**src/rtl/core/lpsr_pkg.sv**
```systemverilog
`timescale 1ns / 1ps
// shared types and constants for the led panel scan remap block
// no dependencies; imported by lpsr_addr_map, led_panel_scan_remap_unit and tb_top
package lpsr_pkg;

	localparam int IDX_W      = 12;
	localparam int VALUE_W    = 8;
	localparam int BUF_ADDR_W = 16;
	localparam int LAYOUT_W   = 3;
	localparam int BLOCK_W    = 16;
	localparam int CFG_IDX_W  = 4;
	localparam int CFG_DATA_W = 16;

	// wide enough for the largest address any layout can reach
	localparam int ADDR_W = 32;

	// panel layout codes
	localparam logic [LAYOUT_W-1:0] LAYOUT_P15     = 3'd0;
	localparam logic [LAYOUT_W-1:0] LAYOUT_P5      = 3'd1;
	localparam logic [LAYOUT_W-1:0] LAYOUT_P6      = 3'd2;
	localparam logic [LAYOUT_W-1:0] LAYOUT_P10     = 3'd3;
	localparam logic [LAYOUT_W-1:0] LAYOUT_P5V     = 3'd4;
	localparam logic [LAYOUT_W-1:0] LAYOUT_DEFAULT = 3'd5;

	// register indexes
	localparam logic [CFG_IDX_W-1:0] REG_PANEL_LAYOUT = 4'd0;
	localparam logic [CFG_IDX_W-1:0] REG_BLOCK_PIXELS = 4'd1;

	localparam logic [LAYOUT_W-1:0] PANEL_LAYOUT_RESET = LAYOUT_P15;
	localparam logic [BLOCK_W-1:0]  BLOCK_PIXELS_RESET = 16'd64;

	typedef struct packed {
		logic [LAYOUT_W-1:0] panel_layout;
		logic [BLOCK_W-1:0]  block_pixels;
	} lpsr_cfg_t;

endpackage

```
**src/rtl/core/lpsr_addr_map.sv**
```systemverilog
`timescale 1ns / 1ps
// combinational scan buffer address for one pixel, all six panel layouts
// depends on lpsr_pkg for the layout codes and the configuration struct
module lpsr_addr_map #(
	parameter int ROW_W           = 5,
	parameter int COL_W           = 7,
	parameter int GROUP_WORDS     = 16,
	parameter int MODULES_ACROSS  = 4,
	parameter int MODULE_WIDTH    = 32,
	parameter int SCAN_LINE_WORDS = 256
) (
	input  logic [ROW_W-1:0]             row,
	input  logic [COL_W-1:0]             col,
	input  lpsr_pkg::lpsr_cfg_t          cfg,
	output logic [lpsr_pkg::ADDR_W-1:0]  addr
);
	import lpsr_pkg::*;

	localparam logic [ADDR_W-1:0] GW          = ADDR_W'(GROUP_WORDS);
	localparam logic [ADDR_W-1:0] ROW4_GROUPS = ADDR_W'(MODULES_ACROSS * 4);
	localparam logic [ADDR_W-1:0] MW          = ADDR_W'(MODULE_WIDTH);
	localparam logic [ADDR_W-1:0] SLW         = ADDR_W'(SCAN_LINE_WORDS);
	localparam logic [ADDR_W-1:0] LINE_GROUPS = ADDR_W'(SCAN_LINE_WORDS / GROUP_WORDS);
	// column / MODULE_WIDTH by reciprocal, exact for 8-bit columns
	localparam int                MOD_SHIFT   = 16;
	localparam logic [ADDR_W-1:0] MOD_RECIP   =
		ADDR_W'(((1 << MOD_SHIFT) + MODULE_WIDTH - 1) / MODULE_WIDTH);

	logic [ADDR_W-1:0] rx, cx, bpx, c3;
	logic [ADDR_W-1:0] g15, b15, q15, a15;
	logic [ADDR_W-1:0] gh, b5, a5;
	logic [ADDR_W-1:0] mod6, b6, a6;
	logic [ADDR_W-1:0] g10, b10, a10;
	logic [ADDR_W-1:0] line5v, a5v;
	logic [ADDR_W-1:0] gd, bd, ad;

	assign rx  = ADDR_W'(row);
	assign cx  = ADDR_W'(col);
	assign bpx = ADDR_W'(cfg.block_pixels);
	assign c3  = ADDR_W'(cx[2:0]);

	// p15: four-row groups, upper pair reversed within the group
	assign g15 = (cx >> 2) + (rx >> 2) * ROW4_GROUPS;
	assign b15 = g15 * GW;
	assign q15 = ADDR_W'(cx[1:0]);
	always_comb begin
		case (rx[1:0])
			2'd0:    a15 = b15 + ((ADDR_W'(3) - q15) << 1);
			2'd1:    a15 = b15 + ((ADDR_W'(3) - q15) << 1) + ADDR_W'(1);
			2'd2:    a15 = b15 + (q15 << 1) + ADDR_W'(9);
			default: a15 = b15 + (q15 << 1) + ADDR_W'(8);
		endcase
	end

	// scan group shared by p5 and p6: eight lines per sixteen rows
	assign gh = ((rx >> 4) << 3) + ADDR_W'(rx[2:0]);

	assign b5 = gh * GW + (cx << 1);
	assign a5 = rx[3] ? b5 : b5 + ADDR_W'(1);

	assign mod6 = (cx * MOD_RECIP) >> MOD_SHIFT;
	assign b6   = cx + gh * GW;
	assign a6   = rx[3] ? b6 + mod6 * MW : b6 + (mod6 + ADDR_W'(1)) * MW;

	// p10: lower half of each eight-row band runs reversed
	assign g10 = (ADDR_W'(rx[1:0]) + ((rx >> 3) << 2)) * LINE_GROUPS + (cx >> 3);
	assign b10 = g10 * GW;
	assign a10 = rx[2] ? b10 + ADDR_W'(15) - c3 : b10 + c3;

	// p5 vertical: columns become scan lines, reversed in blocks of eight
	assign line5v = (((cx >> 4) + ADDR_W'(1)) << 3) - ADDR_W'(1) - c3;
	assign a5v    = line5v * SLW + (rx << 1) + ADDR_W'(cx[3]);

	assign gd = (cx >> 5) * bpx
		+ (rx[3] ? (bpx >> 1) : '0)
		+ ((ADDR_W'(rx[1:0]) << 2) + ((rx >> 4) << 4))
		+ ADDR_W'(cx[4:3]);
	assign bd = gd * GW + c3;
	assign ad = rx[2] ? bd + ADDR_W'(8) : bd;

	always_comb begin
		case (cfg.panel_layout)
			LAYOUT_P15: addr = a15;
			LAYOUT_P5:  addr = a5;
			LAYOUT_P6:  addr = a6;
			LAYOUT_P10: addr = a10;
			LAYOUT_P5V: addr = a5v;
			default:    addr = ad;
		endcase
	end

endmodule

```
**src/rtl/core/led_panel_scan_remap_unit.sv**
```systemverilog
`timescale 1ns / 1ps
// led panel scan remap: raster pixel index to scan buffer address
// depends on lpsr_pkg and lpsr_addr_map
//
//   port group   direction  beat contents
//   cfg_*        in         cfg_index, cfg_data (register write)
//   pixel_*      in         pixel_index, pixel_value
//   buffer_*     out        buffer_address, buffer_value, address_overflow
//
// one pixel per clock sustained while results are accepted; the result leaves from the address reg
// stages: input reg, reciprocal multiply for row, row/column split, address reg
// the whole pipe holds while a result sits unaccepted; pixel_ready drops then
// reset clears all stage valids and sets the layout and block size registers
// cfg_ready is always high; a write beyond the register list is ignored
module led_panel_scan_remap_unit #(
	parameter int SCREEN_WIDTH    = 128,
	parameter int GROUP_WORDS     = 16,
	parameter int MODULES_ACROSS  = 4,
	parameter int MODULE_WIDTH    = 32,
	parameter int SCAN_LINE_WORDS = 256
) (
	input  logic                               clk,
	input  logic                               arst_n,
	input  logic                               cfg_valid,
	output logic                               cfg_ready,
	input  logic [lpsr_pkg::CFG_IDX_W-1:0]     cfg_index,
	input  logic [lpsr_pkg::CFG_DATA_W-1:0]    cfg_data,
	input  logic                               pixel_valid,
	output logic                               pixel_ready,
	input  logic [lpsr_pkg::IDX_W-1:0]         pixel_index,
	input  logic [lpsr_pkg::VALUE_W-1:0]       pixel_value,
	output logic                               buffer_valid,
	input  logic                               buffer_ready,
	output logic [lpsr_pkg::BUF_ADDR_W-1:0]    buffer_address,
	output logic [lpsr_pkg::VALUE_W-1:0]       buffer_value,
	output logic                               address_overflow
);
	import lpsr_pkg::*;

	localparam int IDX_MAX     = (1 << IDX_W) - 1;
	localparam int ROW_W       = $clog2(IDX_MAX / SCREEN_WIDTH + 1);
	localparam int COL_W       = $clog2(SCREEN_WIDTH);
	// index / SCREEN_WIDTH = (index * RECIP) >> RECIP_SHIFT, exact for 12-bit index
	localparam int RECIP_SHIFT = 24;
	localparam int RECIP       = ((1 << RECIP_SHIFT) + SCREEN_WIDTH - 1) / SCREEN_WIDTH;
	localparam int RECIP_W     = $clog2(RECIP + 1);
	localparam int PROD_W      = IDX_W + RECIP_W;

	lpsr_cfg_t cfg_q;

	logic adv;
	logic vld_s1, vld_s2, vld_s3, buffer_valid_q;

	logic [IDX_W-1:0]   idx_s1, idx_s2;
	logic [VALUE_W-1:0] val_s1, val_s2, val_s3;
	logic [PROD_W-1:0]  prod_s2;
	logic [ROW_W-1:0]   row_d, row_s3;
	logic [COL_W-1:0]   col_d, col_s3;
	logic [IDX_W-1:0]   row_span;

	logic [ADDR_W-1:0]     map_addr;
	logic [BUF_ADDR_W-1:0] buffer_address_q;
	logic [VALUE_W-1:0]    buffer_value_q;
	logic                  address_overflow_q;

	// configuration registers
	assign cfg_ready = 1'b1;

	always_ff @(posedge clk or negedge arst_n) begin
		if (!arst_n) begin
			cfg_q.panel_layout <= PANEL_LAYOUT_RESET;
			cfg_q.block_pixels <= BLOCK_PIXELS_RESET;
		end else if (cfg_valid && cfg_ready) begin
			case (cfg_index)
				REG_PANEL_LAYOUT: cfg_q.panel_layout <= cfg_data[LAYOUT_W-1:0];
				REG_BLOCK_PIXELS: cfg_q.block_pixels <= cfg_data[BLOCK_W-1:0];
				default: ;
			endcase
		end
	end

	// pipe moves whenever the result register is free or being drained
	assign adv         = !buffer_valid_q || buffer_ready;
	assign pixel_ready = adv;

	always_ff @(posedge clk or negedge arst_n) begin
		if (!arst_n) begin
			vld_s1         <= 1'b0;
			vld_s2         <= 1'b0;
			vld_s3         <= 1'b0;
			buffer_valid_q <= 1'b0;
		end else if (adv) begin
			vld_s1         <= pixel_valid;
			vld_s2         <= vld_s1;
			vld_s3         <= vld_s2;
			buffer_valid_q <= vld_s3;
		end
	end

	// row from the reciprocal product, column as the remainder
	assign row_d    = prod_s2[RECIP_SHIFT +: ROW_W];
	assign row_span = IDX_W'(row_d) * IDX_W'(SCREEN_WIDTH);
	assign col_d    = COL_W'(idx_s2 - row_span);

	always_ff @(posedge clk) begin
		if (adv) begin
			idx_s1  <= pixel_index;
			val_s1  <= pixel_value;
			idx_s2  <= idx_s1;
			val_s2  <= val_s1;
			prod_s2 <= PROD_W'(idx_s1) * PROD_W'(RECIP);
			row_s3  <= row_d;
			col_s3  <= col_d;
			val_s3  <= val_s2;
			buffer_address_q   <= map_addr[BUF_ADDR_W-1:0];
			buffer_value_q     <= val_s3;
			address_overflow_q <= |map_addr[ADDR_W-1:BUF_ADDR_W];
		end
	end

	lpsr_addr_map #(
		.ROW_W           (ROW_W),
		.COL_W           (COL_W),
		.GROUP_WORDS     (GROUP_WORDS),
		.MODULES_ACROSS  (MODULES_ACROSS),
		.MODULE_WIDTH    (MODULE_WIDTH),
		.SCAN_LINE_WORDS (SCAN_LINE_WORDS)
	) u_addr_map (
		.row  (row_s3),
		.col  (col_s3),
		.cfg  (cfg_q),
		.addr (map_addr)
	);

	assign buffer_valid     = buffer_valid_q;
	assign buffer_address   = buffer_address_q;
	assign buffer_value     = buffer_value_q;
	assign address_overflow = address_overflow_q;

`ifndef NO_ASSERTIONS
	a_col_in_range: assert property (@(posedge clk) disable iff (!arst_n)
		vld_s3 |-> ((COL_W + 1)'(col_s3) < (COL_W + 1)'(SCREEN_WIDTH)))
		else $error("column split out of range");

	a_pixel_enters: assert property (@(posedge clk) disable iff (!arst_n)
		(pixel_valid && pixel_ready) |=> vld_s1)
		else $error("accepted pixel beat lost at input stage");

	a_s3_to_out: assert property (@(posedge clk) disable iff (!arst_n)
		(vld_s3 && adv) |=> buffer_valid)
		else $error("last stage advanced without producing a result");

	a_stall_holds: assert property (@(posedge clk) disable iff (!arst_n)
		(vld_s1 && !adv) |=> (vld_s1 && $stable(idx_s1)))
		else $error("input stage changed while pipe stalled");
`endif

endmodule

```
**config.mk**
```make
export PLATFORM = sky130hd
export DESIGN_NAME = led_panel_scan_remap_unit
export DESIGN_NICKNAME = d
export VERILOG_FILES = /design/src/rtl/core/lpsr_pkg.sv /design/src/rtl/core/lpsr_addr_map.sv /design/src/rtl/core/led_panel_scan_remap_unit.sv
export SDC_FILE = /design/constraint.sdc
export NUM_CORES = 1
export LEC_CHECK = 0
export ABC_AREA = 0
export BUFFER_PORTS_ARGS = -buffer_cell sky130_fd_sc_hd__buf_2
export CAP_MARGIN = 20
export CORE_ASPECT_RATIO = 0.7
export CORE_MARGIN = 5
export CORE_UTILIZATION = 54
export DETAILED_ROUTE_END_ITERATION = 16
export MAX_ROUTING_LAYER = met4
export PLACE_DENSITY = 0.87
export SETUP_SLACK_MARGIN = 0.3
export SLEW_MARGIN = 20
export SYNTH_ARGS = -nofsm -noshare
export SYNTH_HDL_FRONTEND = slang
export SYNTH_SLANG_ARGS = --single-unit
```
**constraint.sdc**
```tcl
create_clock -name clk -period 4.34 [get_ports clk]
set_input_delay 0.868 -clock clk [delete_from_list [all_inputs] [get_ports clk]]
set_output_delay 0.868 -clock clk [all_outputs]
set_load 0.02 [all_outputs]
```
Word level (Yosys, flattened, before mapping)
Cells that the tools add are included.
{ "classes": {"div_mod_pow": 0, "n_reduce_logical": 8, "n_mul": 1, "order_cmp": 0, "n_addsub": 31, "n_eq_ne": 7, "bitwise": 0, "shifts": 0, "mux": 7} }
{ "op_table": {"columns": ["op", "count"], "rows": [
  ["$pmux 32 s5", 1],
  ["$add 32x4->32 const B", 4],
  ["$mux 32", 4],
  ["$add 32x3->32", 3],
  ["$pmux 32 s3", 1],
  ["$add 32x1->32 const B", 2],
  ["$add 32x32->32", 2],
  ["$add 32x1->32", 1],
  ["$add 32x6->32", 1],
  ["$add 32x7->32", 1],
  ["$add 32x8->32", 1],
  ["$add 7x32->32", 1],
  ["$sub 32x3->32", 1],
  ["$add 28x2->28", 1],
  ["$add 28x4->28", 1],
  ["$add 28x6->28", 1],
  ["$sub 24x1->24 const B", 1],
  ["$sub 24x3->24", 1],
  ["$add 18x15->19", 1],
  ["$mul 2x16->18", 1],
  ["$reduce_or 16->1", 1],
  ["$mux 15", 1],
  ["$add 5x7->8", 1],
  ["$sub 7x1->7 const B", 1],
  ["other kinds (18)", 20]
]} }
{ "word_totals": {"wordCells": 70, "out_inout_bits": 28, "ff_bits": 108, "mem_bits_ro": 0, "ramBits": 0, "memories": 0, "latch_bits": 0, "inputBits": 45} }

Longest topological paths before layout
Gate-level depths: netlist (run 1).
{ "logic_depth": {"depth_word": 9, "depth_mapped": 17, "mapped_depth_nobuf": 15} }

By module
A second synthesis (run 1) with hierarchy kept.
{ "hier_totals": {"cells_unflattened": 604, "area_unflattened_um2": 6932.9} }
{ "modules_own_cells": {"columns": ["mod", "area_per_inst_um2", "instances", "seq_area_each_um2", "cells_per_inst"], "rows": [
  ["led_panel_scan_remap_unit", 3523.4, 1, 3129.3, 143],
  ["lpsr_addr_map", 3409.5, 1, 0.0, 461]
]} }

Least setup slack after synthesis (run 1)
Ideal clock, no wire load.
{ "synth_path": {"path_kind": "register to register", "from": "register col_s3[6]", "to": "register address_overflow_q, in the netlist address_overflow, data pin", "synth_period_minus_slack_ns": 4.129, "setup_slack_ns": 0.211, "stages_incl_launch_ff": 17, "setup_ns": 0.275, "t_arrival_ns": 3.854, "n_path_buf": 2, "required_time_ns": 4.065, "cell_sequence": "edfxtp_1 clkbuf_1 buf_1 nand2_1 fa_1 inv_1 ha_1 fa_1 ha_1 o21ai_0 o21bai_1 a21oi_1 and3b_1 and3_1 nand4_1 mux2i_1 a41oi_2"} }
{ "synth_via": {"elab_chain_len": 9, "elab_cells_between_ends": 34, "cone_classes": "26 x add/sub; 1 x mul; 6 x mux; 1 x reduce/logical"} }
{ "synth_lines": {"columns": ["item", "line_no", "text"], "rows": [
  ["from (decl)", "led_panel_scan_remap_unit.sv:58", "logic [COL_W-1:0] col_d, col_s3;"],
  ["from (signal assigned)", "led_panel_scan_remap_unit.sv:113", "col_s3 <= col_d;"],
  ["$mul 2x16->18", "lpsr_addr_map.sv:74", "assign gd = (cx >> 5) * bpx"],
  ["$add 18x15->19", "lpsr_addr_map.sv:75", "+ (rx[3] ? (bpx >> 1) : '0)"],
  ["$add 28x6->28", "lpsr_addr_map.sv:76", "+ ((ADDR_W'(rx[1:0]) << 2) + ((rx >> 4) << 4))"],
  ["$add 28x2->28", "lpsr_addr_map.sv:77", "+ ADDR_W'(cx[4:3]);"],
  ["$add 32x3->32", "lpsr_addr_map.sv:78", "assign bd = gd * GW + c3;"],
  ["$add 32x4->32", "lpsr_addr_map.sv:79", "assign ad = rx[2] ? bd + ADDR_W'(8) : bd;"],
  ["$mux 32", "lpsr_addr_map.sv:79", null],
  ["$pmux 32 s5 *", "lpsr_addr_map.sv:82", "case (cfg.panel_layout)"],
  ["$reduce_or 16->1 *", "led_panel_scan_remap_unit.sv:117", "address_overflow_q <= |map_addr[ADDR_W-1:BUF_ADDR_W];"],
  ["to (signal assigned)", "led_panel_scan_remap_unit.sv:117", null],
  ["to (decl)", "led_panel_scan_remap_unit.sv:64", "logic address_overflow_q;"]
]} }
Every way passes the cells marked *; elsewhere a longest branch is shown, timed or not.
A chain may end at the register's enable or synchronous reset.

Worst setup path after layout (run 1)
Same ends and word-level chain as after synthesis.

==> metrics.txt, run 1 <==
clock root buffer=clkbuf_16; number of I/O port buffers=71; top_reg_cell synth=edfxtp_1; Peak Freq=265 MHz; clock buffer depth=2; crit path DAT=a little under 4000 ps; filler cell count=879; chip width=142 um; die area=14600 um2; top cell type's share of synthesized area=38.5%; Placement Setup Slack=between 500 and 600 ps; critical path class=register to register; final worst setup slack=573 ps; RSZ-0062 raised after global routing=false; maximum fanout along the worst path=8; final hold viol count=0; Via Count=4694; ys async rst share=between 20% and 30%; VDD IR max=0.456 mV; Worst-Margin Slew=1040 ps; sequential cell area fraction in the yosys report=47.2%; count of final setup violators=0; # clock sinks=108; worst reg2reg setup slack=570 ps; First-pass DRT Iterations=5; gr usage total=19.9%; postcts setup bufs=0; remaining antenna violation count after routing=0; mapped cell area=6630 um2; vias in the first global route=4513; most frequent cells in the layout=edfxtp_1 (85), nand2_1 (79), buf_2 (71); Synth area leader=edfxtp_1; Slew Limit Headroom=30.7%; Yosys warning count=0; ant diodes=0; I/O pin count=73; Area growth, synth to finish=12.5%; Crit. End Element=register; Critical Path Sink=address_overflow; Final Cycle Share=86.8%; count of state elements after synthesis=108; final net count=758; worst hold path type=register to register; WP data required=4420 ps; R2R depth=15; FF-to-FF Start=col_s3[6]; drt total wl=13500 um; CTS resizes=0; Period minus WS final=3770 ps; GR Overflow Total=0; origin of the worst setup path=col_s3[6]; Initial Util=between 50% and 60%; largest net degree at the start of global routing=86; power per cell area=729 nW/um2; CTS tree=built; clock insertion delay at the later pin of the skew report=350 ps; # DRC=0; core area=11900 um2; initial antenna violation count=0; maxcap violations=0; Clock Skew=8.15 ps; status=completed; CTS Hold Bufs=0; Synth area leaders=edfxtp_1 (39%), ha_1 (9.6%), dfrtp_1 (8.3%); RD Place Congestion=0.916; first-iteration detailed-routing DRC count=446; clock-pin slew on the worst setup and hold paths=70 ps; Min Hold Slack=approximately 420 ps; Final Max Slew Viols=0; post-DR wirelength/cell=16.7 um; hpwl dp=10100 um; Syn Inst Count=576; Synth cell types=66; number of synthesized flops with an enable pin=85; vias per std cell=5.83; share of cells above drive strength 1=21.1%; Net Count, Synth=about 690; first-pass GRT wire length=22400 um; CTS Buf Count=9; Static Leak=3.27 nW; syn_area_per_cell=11.5 um2; Cell Rows=33; setup TNS=0 ps; startpoint class of the critical path=register; Die H=103 um; commonest non-fill, non-tap cell in the layout=edfxtp_1; Reg-to-Reg End=address_overflow; htree depth=3
-- synth_stat cells, types with 3 or more instances --
cell / n
nand2b_1: 4
buf_1: 4
fa_1: 19
clkbuf_1: 17
nor2_1: 19
dfrtp_1: 22
mux2_2: 23
a22oi_1: 4
nor2b_1: 5
a31oi_1: 5
a21oi_1: 29
mux4_2: 3
ha_1: 51
nor4_1: 3
and2_1: 10
nand4_1: 3
nand3_1: 6
xor2_1: 18
o211ai_1: 6
inv_1: 43
and3_1: 4
edfxtp_1: 85
o21ai_0: 22
xnor2_1: 16
nor3_1: 8
a211oi_1: 5
mux2i_1: 3
nor3b_1: 3
a21o_1: 12
nand2_1: 79
o21bai_1: 3
-- cell families (layout without fill, tap and decap cells) --
group	after synthesis	count (layout)	share of synthesized area, %
xor gates and xnor gates	34	34	4.49
adders and majority gates	70	70	15.4
buffers and inverters	65	137	3.74
AOI/OAI and AO/OA	116	116	12.8
other	1	1	0.0566
muxes	29	29	5.38
DFF	108	108	47.2
and+or+nand+nor	153	153	10.9
-- worst min path at each step --
stage / startpoint / end / slack [ps] / cells after the start
4_1_cts: val_s3[1] / buffer_value[1] / 420 / 0
3_3_place_gp: val_s2[3] / val_s3[3] / 400 / 0
5_1_grt: val_s3[1] / buffer_value[1] / 430 / 0
6_report: val_s3[1] / buffer_value[1] / 420 / 0
3_5_place_dp: val_s3[1] / buffer_value[1] / 400 / 0
2_1_floorplan: val_s3[0] / buffer_value[0] / 400 / 0
-- where the power goes --
group | switching [W] | leakage (nW) | internal, W
logic | 0.00169 | 1.99 | 0.00118
clock network | 0.000387 | 0.143 | 0.000403
registers | 0.000236 | 1.14 | 0.00154
total | 0.00231 | 3.27 | 0.00312
-- routing by layer --
layer / routed length (um) / track usage (%) / part of all wire (%) / up-vias
met3: 949 / 4.17 / 7.0 / 28
met2: 6220 / 31.1 / 46 / 193
li1: - / - / - / 2210
met4: 252 / 5.26 / 1.9 / 0
met1: 6040 / 27.0 / 45 / 2263
met5: 0 / - / 0 / -
-- layout make-up --
cell class	count	area, um2	area share, %
flip-flops and latches	108	3130	42.0
clock buffers	9	225	3.02
clock inverters	7	66.3	0.890
well taps	157	196	2.64
multi-input cells	403	3260	43.7
repair buffers	78	415	5.57
inverters	43	161	2.17
-- worst max-delay path, cell delays in order, from the launching register on --
cell	delay (ps)
edfxtp_1	370
buf_4	200
nand2_1	100
fa_1	550
inv_1	70
fa_1	460
xor2_1	160
ha_1	320
o21ai_0	120
o21bai_1	150
a21oi_1	110
and3b_1	260
and3_4	210
nand4_1	100
mux2i_1	230
a41oi_2	120
-- sequential cells by signal, indices dropped and copies added, names as in the netlist --
signal / count
buffer_address: 16
buffer_value: 8
col_s3: 7
buffer_valid: 1
val_s3: 8
val_s2: 8
vld_s1: 1
idx_s2: 12
vld_s2: 1
vld_s3: 1
address_overflow: 1
val_s1: 8
idx_s1: 12
row_s3: 5
cfg_q: 19
-- metrics by stage --
stage	total power, W	util, %	cells	instance area (um2)
final	0.00544	62.9	805	7450
after global routing	0.00585	62.9	805	7450
after CTS	0.00542	62.8	805	7440
after detailed placement	0.00461	60.3	789	7150
after global placement	0.00447	60.3	789	7150
after floorplan	0.00392	-	576	6630
Power figures use the tool's default switching activity.
==> run 2: changes to the inputs <==
- CORE_UTILIZATION: 54 -> 40
- PLACE_DENSITY: 0.87 -> 0.7
==> run 2 against run 1 <==
Net effect:
- fmax fell by 1.1%
- worst hold slack got worse by 0.85 ps
- total power grew 1.2%
- sequential power about the same
- routed wire length up 3.1%
- clock skew is 1.4 ps higher
- critical path type unchanged
- global-route usage shrank 4.5 points
- count of clock-buffer cells in the layout is the same
==> metrics.txt, run 2 (synthesis gave the netlist of run 1 again) <==
setup TNS=0 ps (unchanged); WP data required=4430 ps (about the same); first-iteration detailed-routing DRC count=428 (-4.0%); Clock Skew=9.52 ps (+1.37 ps); RSZ-0062 raised after global routing=false; critical path class=register to register; Die H=118 um (+15%); Final Max Slew Viols=0 (unchanged); final instance area=7580 um2 (+1.6%); count of final setup violators=0 (unchanged); hold path start=idx_s2[9]; slowest CP cell=fa_1; remaining antenna violation count after routing=0 (unchanged); first-pass GRT wire length=23500 um (+4.9%); Area growth, synth to finish=14.4%; origin of the worst setup path=col_s3[6]; Via Count=4610 (-1.8%); Cell Rows=39 (+18%); post-layout util=46.5% (-16 points); vias per std cell=5.27 (-9.6%); GR Overflow Total=0 (unchanged); Final Cycle Share=87.7% (+0.93 points); RD Place Congestion=0.897 (-2.1%); clock-pin slew on the worst setup and hold paths=80 ps (about the same); PnR Total Power=0.00550 W (+1.2%); clock insertion delay at the later pin of the skew report=360 ps (about the same); hpwl dp=10400 um (+3.0%); Top delay family on crit path=compound AO/OA/AOI/OAI gates; gr usage total=15.5% (-4.5 points); htree depth=3 (unchanged); worst reg2reg setup slack=530 ps (-40 ps); clock share of power=15.2% (+0.7 points); internal power=0.00315 W (+0.77%); CTS Hold Bufs=0 (unchanged); core area=16300 um2 (+38%); Worst-Margin Slew=793 ps (-247 ps); # DRC=0 (unchanged); Static Leak=3.28 nW (+0.36%); chip width=164 um (+15%); final net count=759 (+0.13%); Top reg by flops=cfg_q; Period minus WS final=3810 ps (+40.4 ps); VDD IR max=0.305 mV (-33%); max incr delay on CP=540 ps (about the same); First-pass DRT Iterations=8 (+3); CTS tree=built; Slew Limit Headroom=46.6% (+16 points); # clock sinks=108 (unchanged); FF-to-FF Start=col_s3[6]; max reg flops=19 (unchanged); vias in the first global route=4776 (+5.8%); I/O pin count=73 (unchanged); Psw=0.00235 W (+1.8%); switch share=42.8% (+0.24 points); share of cells above drive strength 1=21.9% (+0.74 points); die area=19300 um2 (+32%); power per cell area=726 nW/um2 (-0.42%); Crit. End Element=register; maximum fanout along the worst path=14 (+6); drt total wl=13900 um (+3.1%); commonest non-fill, non-tap cell in the layout=edfxtp_1; CTS Buf Count=9 (unchanged); sequential power share=32.2% (-0.4 points); startpoint class of the critical path=register; critical path cell sequence=buf_4, nand2_1, fa_1, inv_1, ha_1, a21o_1, a221oi_4, o211ai_2, xor2_1, and2_1, nand4_1, mux2i_1, a41oi_2; crit path DAT=3890 ps (+40 ps); number of I/O port buffers=71 (unchanged); maxcap violations=0 (unchanged); largest net degree at the start of global routing=58 (-33%); Initial Util=40.6% (-15 points); initial antenna violation count=1 (+1); post-DR wirelength/cell=15.9 um (-5.2%); CP bufs+invs=2 (unchanged); most frequent cells in the layout=edfxtp_1 (85), nand2_1 (79), buf_2 (71); placed instance area=7240 um2 (+1.2%); Peak Freq=263 MHz (-1.1%); status=completed; worst hold path type=register to register; final hold viol count=0 (unchanged); Comb pwr share=52.6% (-0.3 points); clock root buffer=clkbuf_16; clock buffer depth=2 (unchanged); filler cell count=1477 (+68%)
[run 2: repair_timing]
item	CTS	global route
endpoints found under the setup margin	1	3
gates resized for setup	0	5
hold endpoints to repair	0	0
setup buffers	1	0
pin swaps	0	1
[run 2: power by group through the flow]
stage / clock (W) / sequential (W) / combinational (W)
after floorplan: 0 / 0.00185 / 0.00206
after global placement: 0 / 0.00179 / 0.00274
after detailed placement: 0 / 0.00180 / 0.00284
after CTS: 0.000863 / 0.00177 / 0.00287
after global routing: 0.000911 / 0.00181 / 0.00322
final: 0.000839 / 0.00177 / 0.00289
[run 2: final cells by class]
cell class,count,area (um2),share of cell area (%)
clock buffers,9,225,2.97
clock inverters,7,88.8,1.17
flip-flops and latches,108,3130,41.3
well taps,225,282,3.72
diodes,1,2.50,0.0330
multi-input cells,403,3270,43.2
inverters,43,161,2.13
repair buffers,79,415,5.48
[run 2: per-layer routing]
layer	vias to the layer above	GRT usage (%)	routed length, um
li1	2219	-	-
met1	2212	21.2	6570
met2	155	22.8	6180
met3	24	3.96	907
met4	0	4.77	225
met5	-	-	0
[run 2: worst paths after layout]
| check | depth (start not counted) | to |
|---|---|---|
| setup / recovery | 13 | address_overflow |
| hold / removal | 0 | row_s3[2] |
| setup reg to reg | 13 | address_overflow |
| hold reg to reg | 0 | row_s3[2] |
| max in group asynchronous | 1 | cfg_q[6] |
| min in group asynchronous | 1 | cfg_q[14] |
[run 2: stage by stage]
stage          hold WS, ps  worst slack (ps)  instances
2_1_floorplan          400               306        576
3_3_place_gp           401               465        857
3_5_place_dp           405               298        857
4_1_cts                418               472        874
5_1_grt                425               345        875
6_report               417               533        875
